File: config.mk
export PLATFORM = sky130hd
export DESIGN_NAME = postfix_expression_evaluator_top
export DESIGN_NICKNAME = d
export VERILOG_FILES = /design/src/sv/rpn_pkg.sv /design/src/sv/rpn_ram.sv /design/src/sv/rpn_div.sv /design/src/sv/postfix_expression_evaluator_top.sv
export SDC_FILE = /design/constraint.sdc
export NUM_CORES = 2
export LEC_CHECK = 0
export BUFFER_PORTS_ARGS = -buffer_cell sky130_fd_sc_hd__buf_2
export CAP_MARGIN = 5
export CORE_MARGIN = 2
export CORE_UTILIZATION = 50
export DETAILED_ROUTE_END_ITERATION = 16
export GPL_ROUTABILITY_DRIVEN = 0
export PLACE_DENSITY = 0.73
export SLEW_MARGIN = 20
export SYNTH_ARGS = -nofsm -noshare
export SYNTH_HDL_FRONTEND = slang
export SYNTH_HIERARCHICAL = 1
export SYNTH_SLANG_ARGS = --single-unit
export TNS_END_PERCENT = 5
File: constraint.sdc
create_clock -name clk_i -period 7.6 [get_ports clk_i]
set_input_delay 1.14 -clock clk_i [delete_from_list [all_inputs] [get_ports clk_i]]
set_output_delay 1.14 -clock clk_i [all_outputs]
set_load 0.01 [all_outputs]
File: src/sv/rpn_pkg.sv
// Package: shared constants, codes and types of the postfix expression evaluator.
`default_nettype none
package rpn_pkg;

  localparam int STACK_DEPTH = 32;
  localparam int DATA_W      = 32;
  localparam int OPND_W      = 31;
  localparam int CNT_W       = $clog2(STACK_DEPTH + 1);
  localparam int ADDR_W      = $clog2(STACK_DEPTH);

  typedef enum logic [1:0] {
    REQ_NUMBER,
    REQ_OPERATOR,
    REQ_ILLEGAL,
    REQ_END
  } req_type_e;

  typedef enum logic [1:0] {
    OP_ADD,
    OP_SUB,
    OP_MUL,
    OP_DIV
  } op_code_e;

  typedef enum logic [2:0] {
    ST_OK,
    ST_TOO_MANY_OPS,
    ST_ILLEGAL,
    ST_TOO_FEW_OPS,
    ST_OVERFLOW,
    ST_DIV_ZERO,
    ST_EMPTY
  } status_e;

  typedef enum logic [1:0] {
    S_IDLE,
    S_EXEC,
    S_DIV
  } state_e;

  typedef struct packed {
    logic              start;
    logic [DATA_W-1:0] dividend;
    logic [DATA_W-1:0] divisor;
  } div_req_t;

  typedef struct packed {
    logic              done;
    logic [DATA_W-1:0] quotient;
  } div_rsp_t;

endpackage
`default_nettype wire

File: src/sv/rpn_ram.sv
// Generic single-write, single-read RAM with registered read data.
`default_nettype none
module rpn_ram #(
  parameter int WIDTH = 32,
  parameter int DEPTH = 32
) (
  input  wire logic                     clk_i,
  input  wire logic                     we_i,
  input  wire logic [$clog2(DEPTH)-1:0] waddr_i,
  input  wire logic [WIDTH-1:0]         wdata_i,
  input  wire logic                     re_i,
  input  wire logic [$clog2(DEPTH)-1:0] raddr_i,
  output logic      [WIDTH-1:0]         rdata_o
);

  logic [WIDTH-1:0] mem_q [DEPTH];

  always_ff @(posedge clk_i) begin
    if (we_i) begin
      mem_q[waddr_i] <= wdata_i;
    end
    if (re_i) begin
      rdata_o <= mem_q[raddr_i];
    end
  end

endmodule
`default_nettype wire

File: src/sv/rpn_div.sv
// Iterative signed divider, truncating toward zero, one quotient bit per cycle.
`default_nettype none
module rpn_div (
  input  wire logic              clk_i,
  input  wire logic              rst_ni,
  input  wire rpn_pkg::div_req_t req_i,
  output rpn_pkg::div_rsp_t      rsp_o
);
  import rpn_pkg::*;

  localparam int ITER_W = $clog2(DATA_W);

  logic              busy_q, busy_d;
  logic              done_q, done_d;
  logic [ITER_W-1:0] iter_q, iter_d;
  logic              neg_q, neg_d;
  logic [DATA_W-1:0] rem_q, rem_d;
  logic [DATA_W-1:0] quo_q, quo_d;
  logic [DATA_W-1:0] den_q, den_d;
  logic [DATA_W:0]   trial;

  always_comb begin
    busy_d = busy_q;
    done_d = 1'b0;
    iter_d = iter_q;
    neg_d  = neg_q;
    rem_d  = rem_q;
    quo_d  = quo_q;
    den_d  = den_q;
    trial  = {rem_q, quo_q[DATA_W-1]} - {1'b0, den_q};
    if (req_i.start) begin
      busy_d = 1'b1;
      iter_d = '0;
      neg_d  = req_i.dividend[DATA_W-1] ^ req_i.divisor[DATA_W-1];
      rem_d  = '0;
      quo_d  = req_i.dividend[DATA_W-1] ? (DATA_W'(0) - req_i.dividend) : req_i.dividend;
      den_d  = req_i.divisor[DATA_W-1] ? (DATA_W'(0) - req_i.divisor) : req_i.divisor;
    end else if (busy_q) begin
      if (trial[DATA_W]) begin
        rem_d = {rem_q[DATA_W-2:0], quo_q[DATA_W-1]};
        quo_d = {quo_q[DATA_W-2:0], 1'b0};
      end else begin
        rem_d = trial[DATA_W-1:0];
        quo_d = {quo_q[DATA_W-2:0], 1'b1};
      end
      iter_d = iter_q + ITER_W'(1);
      if (iter_q == ITER_W'(DATA_W - 1)) begin
        busy_d = 1'b0;
        done_d = 1'b1;
      end
    end
  end

  always_ff @(posedge clk_i or negedge rst_ni) begin
    if (!rst_ni) begin
      busy_q <= 1'b0;
      done_q <= 1'b0;
      iter_q <= '0;
    end else begin
      busy_q <= busy_d;
      done_q <= done_d;
      iter_q <= iter_d;
    end
  end

  always_ff @(posedge clk_i) begin
    neg_q <= neg_d;
    rem_q <= rem_d;
    quo_q <= quo_d;
    den_q <= den_d;
  end

  assign rsp_o.done     = done_q;
  assign rsp_o.quotient = neg_q ? (DATA_W'(0) - quo_q) : quo_q;

endmodule
`default_nettype wire

File: src/sv/postfix_expression_evaluator_top.sv
// Top level: postfix expression evaluator with a RAM operand stack and a cached top value.
// Number, illegal and end requests are handled when accepted; add, subtract and multiply also pass
// through S_EXEC, which waits for the read of the second operand from the stack RAM.
// Divide does the stack read, then the 32 steps of the iterative divider (S_DIV) plus hand-back.
// An end request's result appears in the output register the cycle after it is accepted.
// Reset empties the stack and clears the pending error; the stack RAM itself is not cleared.
`default_nettype none
module postfix_expression_evaluator_top (
  input  wire logic        clk_i,
  input  wire logic        rst_ni,
  input  wire logic        s_axis_tvalid,
  output logic             s_axis_tready,
  input  wire logic [39:0] s_axis_tdata,  // operand[30:0], op_code[32:31], zero[39:33]
  input  wire logic [1:0]  s_axis_tuser,  // req_type[1:0]
  output logic             m_axis_tvalid,
  input  wire logic        m_axis_tready,
  output logic      [31:0] m_axis_tdata,  // result[31:0]
  output logic      [2:0]  m_axis_tuser   // status[2:0]
);
  import rpn_pkg::*;

  state_e            state_q, state_d;
  logic [CNT_W-1:0]  count_q, count_d;
  status_e           err_q, err_d;
  logic [DATA_W-1:0] tos_q, tos_d;
  op_code_e          op_q, op_d;
  logic              out_valid_q, out_valid_d;
  status_e           out_status_q, out_status_d;
  logic [DATA_W-1:0] out_result_q, out_result_d;

  logic              accept;
  req_type_e         req_type;
  op_code_e          req_op;
  logic [OPND_W-1:0] req_operand;
  logic              op_start;

  logic              ram_we;
  logic [ADDR_W-1:0] ram_waddr;
  logic              ram_re;
  logic [ADDR_W-1:0] ram_raddr;
  logic [DATA_W-1:0] ram_rdata;

  div_req_t          div_req;
  div_rsp_t          div_rsp;

  assign req_type    = req_type_e'(s_axis_tuser);
  assign req_operand = s_axis_tdata[OPND_W-1:0];
  assign req_op      = op_code_e'(s_axis_tdata[OPND_W+1:OPND_W]);

  assign s_axis_tready = (state_q == S_IDLE) && (!out_valid_q || m_axis_tready);
  assign accept        = s_axis_tvalid && s_axis_tready;

  assign op_start = accept && (req_type == REQ_OPERATOR) && (err_q == ST_OK)
                    && (count_q >= CNT_W'(2))
                    && !((req_op == OP_DIV) && (tos_q == '0));

  rpn_ram #(
    .WIDTH (DATA_W),
    .DEPTH (STACK_DEPTH)
  ) u_stack (
    .clk_i   (clk_i),
    .we_i    (ram_we),
    .waddr_i (ram_waddr),
    .wdata_i (tos_q),
    .re_i    (ram_re),
    .raddr_i (ram_raddr),
    .rdata_o (ram_rdata)
  );

  rpn_div u_div (
    .clk_i  (clk_i),
    .rst_ni (rst_ni),
    .req_i  (div_req),
    .rsp_o  (div_rsp)
  );

  always_comb begin
    state_d = state_q;
    unique case (state_q)
      S_IDLE: begin
        if (op_start) begin
          state_d = S_EXEC;
        end
      end
      S_EXEC: begin
        state_d = (op_q == OP_DIV) ? S_DIV : S_IDLE;
      end
      S_DIV: begin
        if (div_rsp.done) begin
          state_d = S_IDLE;
        end
      end
      default: state_d = S_IDLE;
    endcase
  end

  always_comb begin
    count_d          = count_q;
    err_d            = err_q;
    tos_d            = tos_q;
    op_d             = op_q;
    out_valid_d      = out_valid_q && !m_axis_tready;
    out_status_d     = out_status_q;
    out_result_d     = out_result_q;
    ram_we           = 1'b0;
    ram_waddr        = ADDR_W'(count_q - CNT_W'(1));
    ram_re           = 1'b0;
    ram_raddr        = ADDR_W'(count_q - CNT_W'(2));
    div_req.start    = 1'b0;
    div_req.dividend = ram_rdata;
    div_req.divisor  = tos_q;
    unique case (state_q)
      S_IDLE: begin
        if (accept) begin
          if (req_type == REQ_END) begin
            out_valid_d  = 1'b1;
            out_result_d = '0;
            if (err_q != ST_OK) begin
              out_status_d = err_q;
            end else if (count_q == '0) begin
              out_status_d = ST_EMPTY;
            end else if (count_q != CNT_W'(1)) begin
              out_status_d = ST_TOO_FEW_OPS;
            end else begin
              out_status_d = ST_OK;
              out_result_d = tos_q;
            end
            count_d = '0;
            err_d   = ST_OK;
          end else if (err_q == ST_OK) begin
            unique case (req_type)
              REQ_NUMBER: begin
                if (count_q == CNT_W'(STACK_DEPTH)) begin
                  err_d = ST_OVERFLOW;
                end else begin
                  ram_we  = (count_q != '0);
                  tos_d   = {1'b0, req_operand};
                  count_d = count_q + CNT_W'(1);
                end
              end
              REQ_OPERATOR: begin
                if (count_q < CNT_W'(2)) begin
                  err_d = ST_TOO_MANY_OPS;
                end else if ((req_op == OP_DIV) && (tos_q == '0)) begin
                  err_d = ST_DIV_ZERO;
                end else begin
                  ram_re = 1'b1;
                  op_d   = req_op;
                end
              end
              default: err_d = ST_ILLEGAL;
            endcase
          end
        end
      end
      S_EXEC: begin
        unique case (op_q)
          OP_ADD:  tos_d = ram_rdata + tos_q;
          OP_SUB:  tos_d = ram_rdata - tos_q;
          OP_MUL:  tos_d = ram_rdata * tos_q;
          default: div_req.start = 1'b1;
        endcase
        if (op_q != OP_DIV) begin
          count_d = count_q - CNT_W'(1);
        end
      end
      S_DIV: begin
        if (div_rsp.done) begin
          tos_d   = div_rsp.quotient;
          count_d = count_q - CNT_W'(1);
        end
      end
      default: ;
    endcase
  end

  always_ff @(posedge clk_i or negedge rst_ni) begin
    if (!rst_ni) begin
      state_q     <= S_IDLE;
      count_q     <= '0;
      err_q       <= ST_OK;
      out_valid_q <= 1'b0;
    end else begin
      state_q     <= state_d;
      count_q     <= count_d;
      err_q       <= err_d;
      out_valid_q <= out_valid_d;
    end
  end

  always_ff @(posedge clk_i) begin
    tos_q        <= tos_d;
    op_q         <= op_d;
    out_status_q <= out_status_d;
    out_result_q <= out_result_d;
  end

  assign m_axis_tvalid = out_valid_q;
  assign m_axis_tdata  = out_result_q;
  assign m_axis_tuser  = out_status_q;

  a_count_bound: assert property (@(posedge clk_i) disable iff (!rst_ni)
    count_q <= CNT_W'(STACK_DEPTH))
    else $error("stack count above depth");

  a_end_clears: assert property (@(posedge clk_i) disable iff (!rst_ni)
    (accept && (req_type == REQ_END)) |=> ((count_q == '0) && (err_q == ST_OK) && out_valid_q))
    else $error("end request did not clear the expression");

  a_error_zero: assert property (@(posedge clk_i) disable iff (!rst_ni)
    (out_valid_q && (out_status_q != ST_OK)) |-> (out_result_q == '0))
    else $error("nonzero result with error status");

  a_busy_operands: assert property (@(posedge clk_i) disable iff (!rst_ni)
    (state_q != S_IDLE) |-> ((count_q >= CNT_W'(2)) && (err_q == ST_OK)))
    else $error("operator in progress without two operands");

endmodule
`default_nettype wire

==> results.cfg <==
[drt]
ant_nets = 0
drc = 0
vias_per_cell = 5.96
wl_per_cell_um = 24.8
num_vias = 46300
route.final.wire_length_um = 193000
drt_pass1_iterations = 7
drt_iter0_drc = 4730

[synthesis]
synth-seq-area-share_pct = 52.0
yosys_warnings = 6
synth_area_mm2 = 0.0709
synth_edf_count = 1190
synthFlopType = edfxtp_1
synth.avg_cell_area_um2 = 12.6
async_flop_share_pct = 1.53
syn_nets = 6297
ys_seq_elements = 1241
synth_cells = 5636
synth_cell_type_count = 104

[sta]
setup_viol = 0
clock_skew_ps = 41.2
period_minus_slack_ps = 7510
grt_setup_unrepaired = yes
hold_viol_final = 0
drv_slew = 0
max_slew.worst_pin.slew_ps = 1230
tns_ps = 0
slew_headroom_pct = 18.3
hold_ws_ps = 372
fin_crit_sh_pct = 98.8
fmax_mhz = 133

[finish]
mostFrequentLayoutCells = edfxtp_1 (1190), mux2i_1 (532), inv_1 (510)
drive_gt1_share_pct = 10.3
nets = 6437
area_growth_pct = 11.0
stdcell_count = 7776
fin_util_pct = 55.8
layout_commonest_cell = edfxtp_1

[die]
die_area_mm2 = 0.145
fp-row-count = 138
start_util_pct = 50.2
io_pins = 83
die_x_um = 381
die_h_um = 381
fp.coreArea_mm2 = 0.141

[grt]
track_usage_pct = 26.5
overflow = 0
antenna_found_initial = 13
grtUsageMet2_pct = 43.5
busiest_layer = met2
grt_max_degree = 139
grt_pass1_wl_um = 289000
use_met1_pct = 33.9
grt_pass1_vias = 46500
grtUsageMet3_pct = 4.13

[critical_path]
worstRegToRegCells = 27
max_stage_delay_ps = 560
path_max_fanout = 22
reg2reg_slack_ps = 90
cp_common_cell = fa_1
critPathRequiredTime_ps = 8080
end_kind = flip-flop
critical_path.slowest_cell = fa_1
r2r-end = tos_q[26]
worst_setup_path_start_kind = flip-flop
crit_arrival_ps = 7990
path_class = reg -> reg
r2r-start = tos_q[4]

[clocking]
clk_pin_slew_ps = 70
clockBufferDepth = 3
cts_max_level = 3
root_buffer = clkbuf_16
tritoncts = yes
cts.sinks = 1241
clk_latency_ps = 730
cts_buffers = 121

[status]
run_status = finished clean

[placement]
dp_hpwl_um = 125000
place_inst = 7538
port_buffers = 75

[flow_run]
drv_cap = 0

[min_path]
hold_path.class = in -> async
## final cells by class
type	count	area (um^2)
fillers	11400	62500
well taps	1890	2360
flip-flops and latches	1241	36900
repair buffers	318	2520
clock buffers	150	3170
inverters	511	1920
multi-input cells	3583	31200
clock inverters	76	744
diodes	7	17.5
## logic make-up after synthesis
family / after synthesis / share of synthesized area [%]
adder cells (fa/ha/maj): 615 / 15.2
AND/OR/NAND/NOR: 1354 / 9.64
multiplexers: 538 / 7.61
AO/OA/AOI/OAI: 823 / 7.69
flip-flops: 1241 / 52.0
XOR/XNOR: 253 / 3.13
buffers and inverters: 812 / 4.78
## state kept, by name, summed over array words and instances (netlist names), 2 cells and up
register	cells
count_q	6
u_div/den_q	32
m_axis_tdata	32
state_q	2
u_div/quo_q	32
u_div/iter_q	5
u_stack/rdata_o	32
m_axis_tuser	3
op_q	2
u_div/rem_q	32
tos_q	32
err_q	3
u_stack/mem_q	1024
## routing by layer
layer	share of wire (%)	wire, um	vias to the layer above
li1	-	-	20200
met1	38	72900	23300
met2	47	91600	2279
met3	8.7	16800	471
met4	6.0	11600	6
met5	0.020	38	-
## how the worst max path moves through the flow
stage	cells past startpoint	start	slack (ps)	end
2_1_floorplan	26	tos_q[6]	1	tos_q[26]
3_5_place_dp	24	tos_q[7]	20	tos_q[31]
6_report	27	tos_q[4]	90	tos_q[26]
4_1_cts	26	tos_q[11]	10	tos_q[26]
3_3_place_gp	26	tos_q[11]	40	tos_q[26]
5_1_grt	27	tos_q[4]	-110	tos_q[30]
## worst max-delay path: cells and delay by family (launching register included)
kind / cells / cell delay (ps)
xor gates and xnor gates: 1 / 160
and+or+nand+nor: 5 / 790
DFF: 1 / 420
AOI/OAI and AO/OA: 5 / 960
adders and majority gates: 9 / 4390
buffers and inverters: 7 / 520
## synth_stat cells, types with 7 or more instances
cell,count,area (um^2)
a211oi_1,26,195
a21o_1,37,278
a21oi_1,247,1240
a221oi_1,14,123
a22o_1,65,569
a22oi_1,103,773
a31oi_1,45,282
a32oi_1,7,61.3
and2_1,343,2150
and3_1,8,50.1
buf_1,12,45.0
buf_2,41,205
buf_4,39,293
buf_6,18,203
clkbuf_1,189,709
dfrtp_1,19,475
dfxtp_1,32,641
edfxtp_1,1190,35700
fa_1,410,8210
ha_1,205,2560
inv_1,510,1910
mux2i_1,532,5330
nand2_1,437,1640
nand2b_1,30,188
nand3_1,124,621
nand3b_1,10,75.1
nand4_1,14,87.6
nor2_1,209,785
nor2b_1,31,194
nor3_1,61,305
nor4_1,11,68.8
o211ai_1,10,75.1
o21a_1,16,120
o21ai_0,110,551
o21ai_1,16,80.1
o21bai_1,16,120
o31ai_1,30,225
o41ai_1,22,193
or2_2,7,43.8
or3_1,17,106
or4_1,17,128
xnor2_1,170,1490
xor2_1,82,718
## per-stage QoR
step,setup WS (ps),area [um^2]
final,89.7,78700
after global routing,-114,78700
after CTS,14.2,78600
after detailed placement,18.3,74700
after global placement,43.9,74700
after floorplan,1.04,71200
## repair_timing
action	CTS	global route
setup endpoints to repair	1	16
pin swaps	0	13
hold buffers	0	0
setup buffers	0	5
resized for setup	1	24
Power is left out: the tool's default activity adds up to more than one toggle a clock period on the data nets, which glitch-free logic cannot reach.
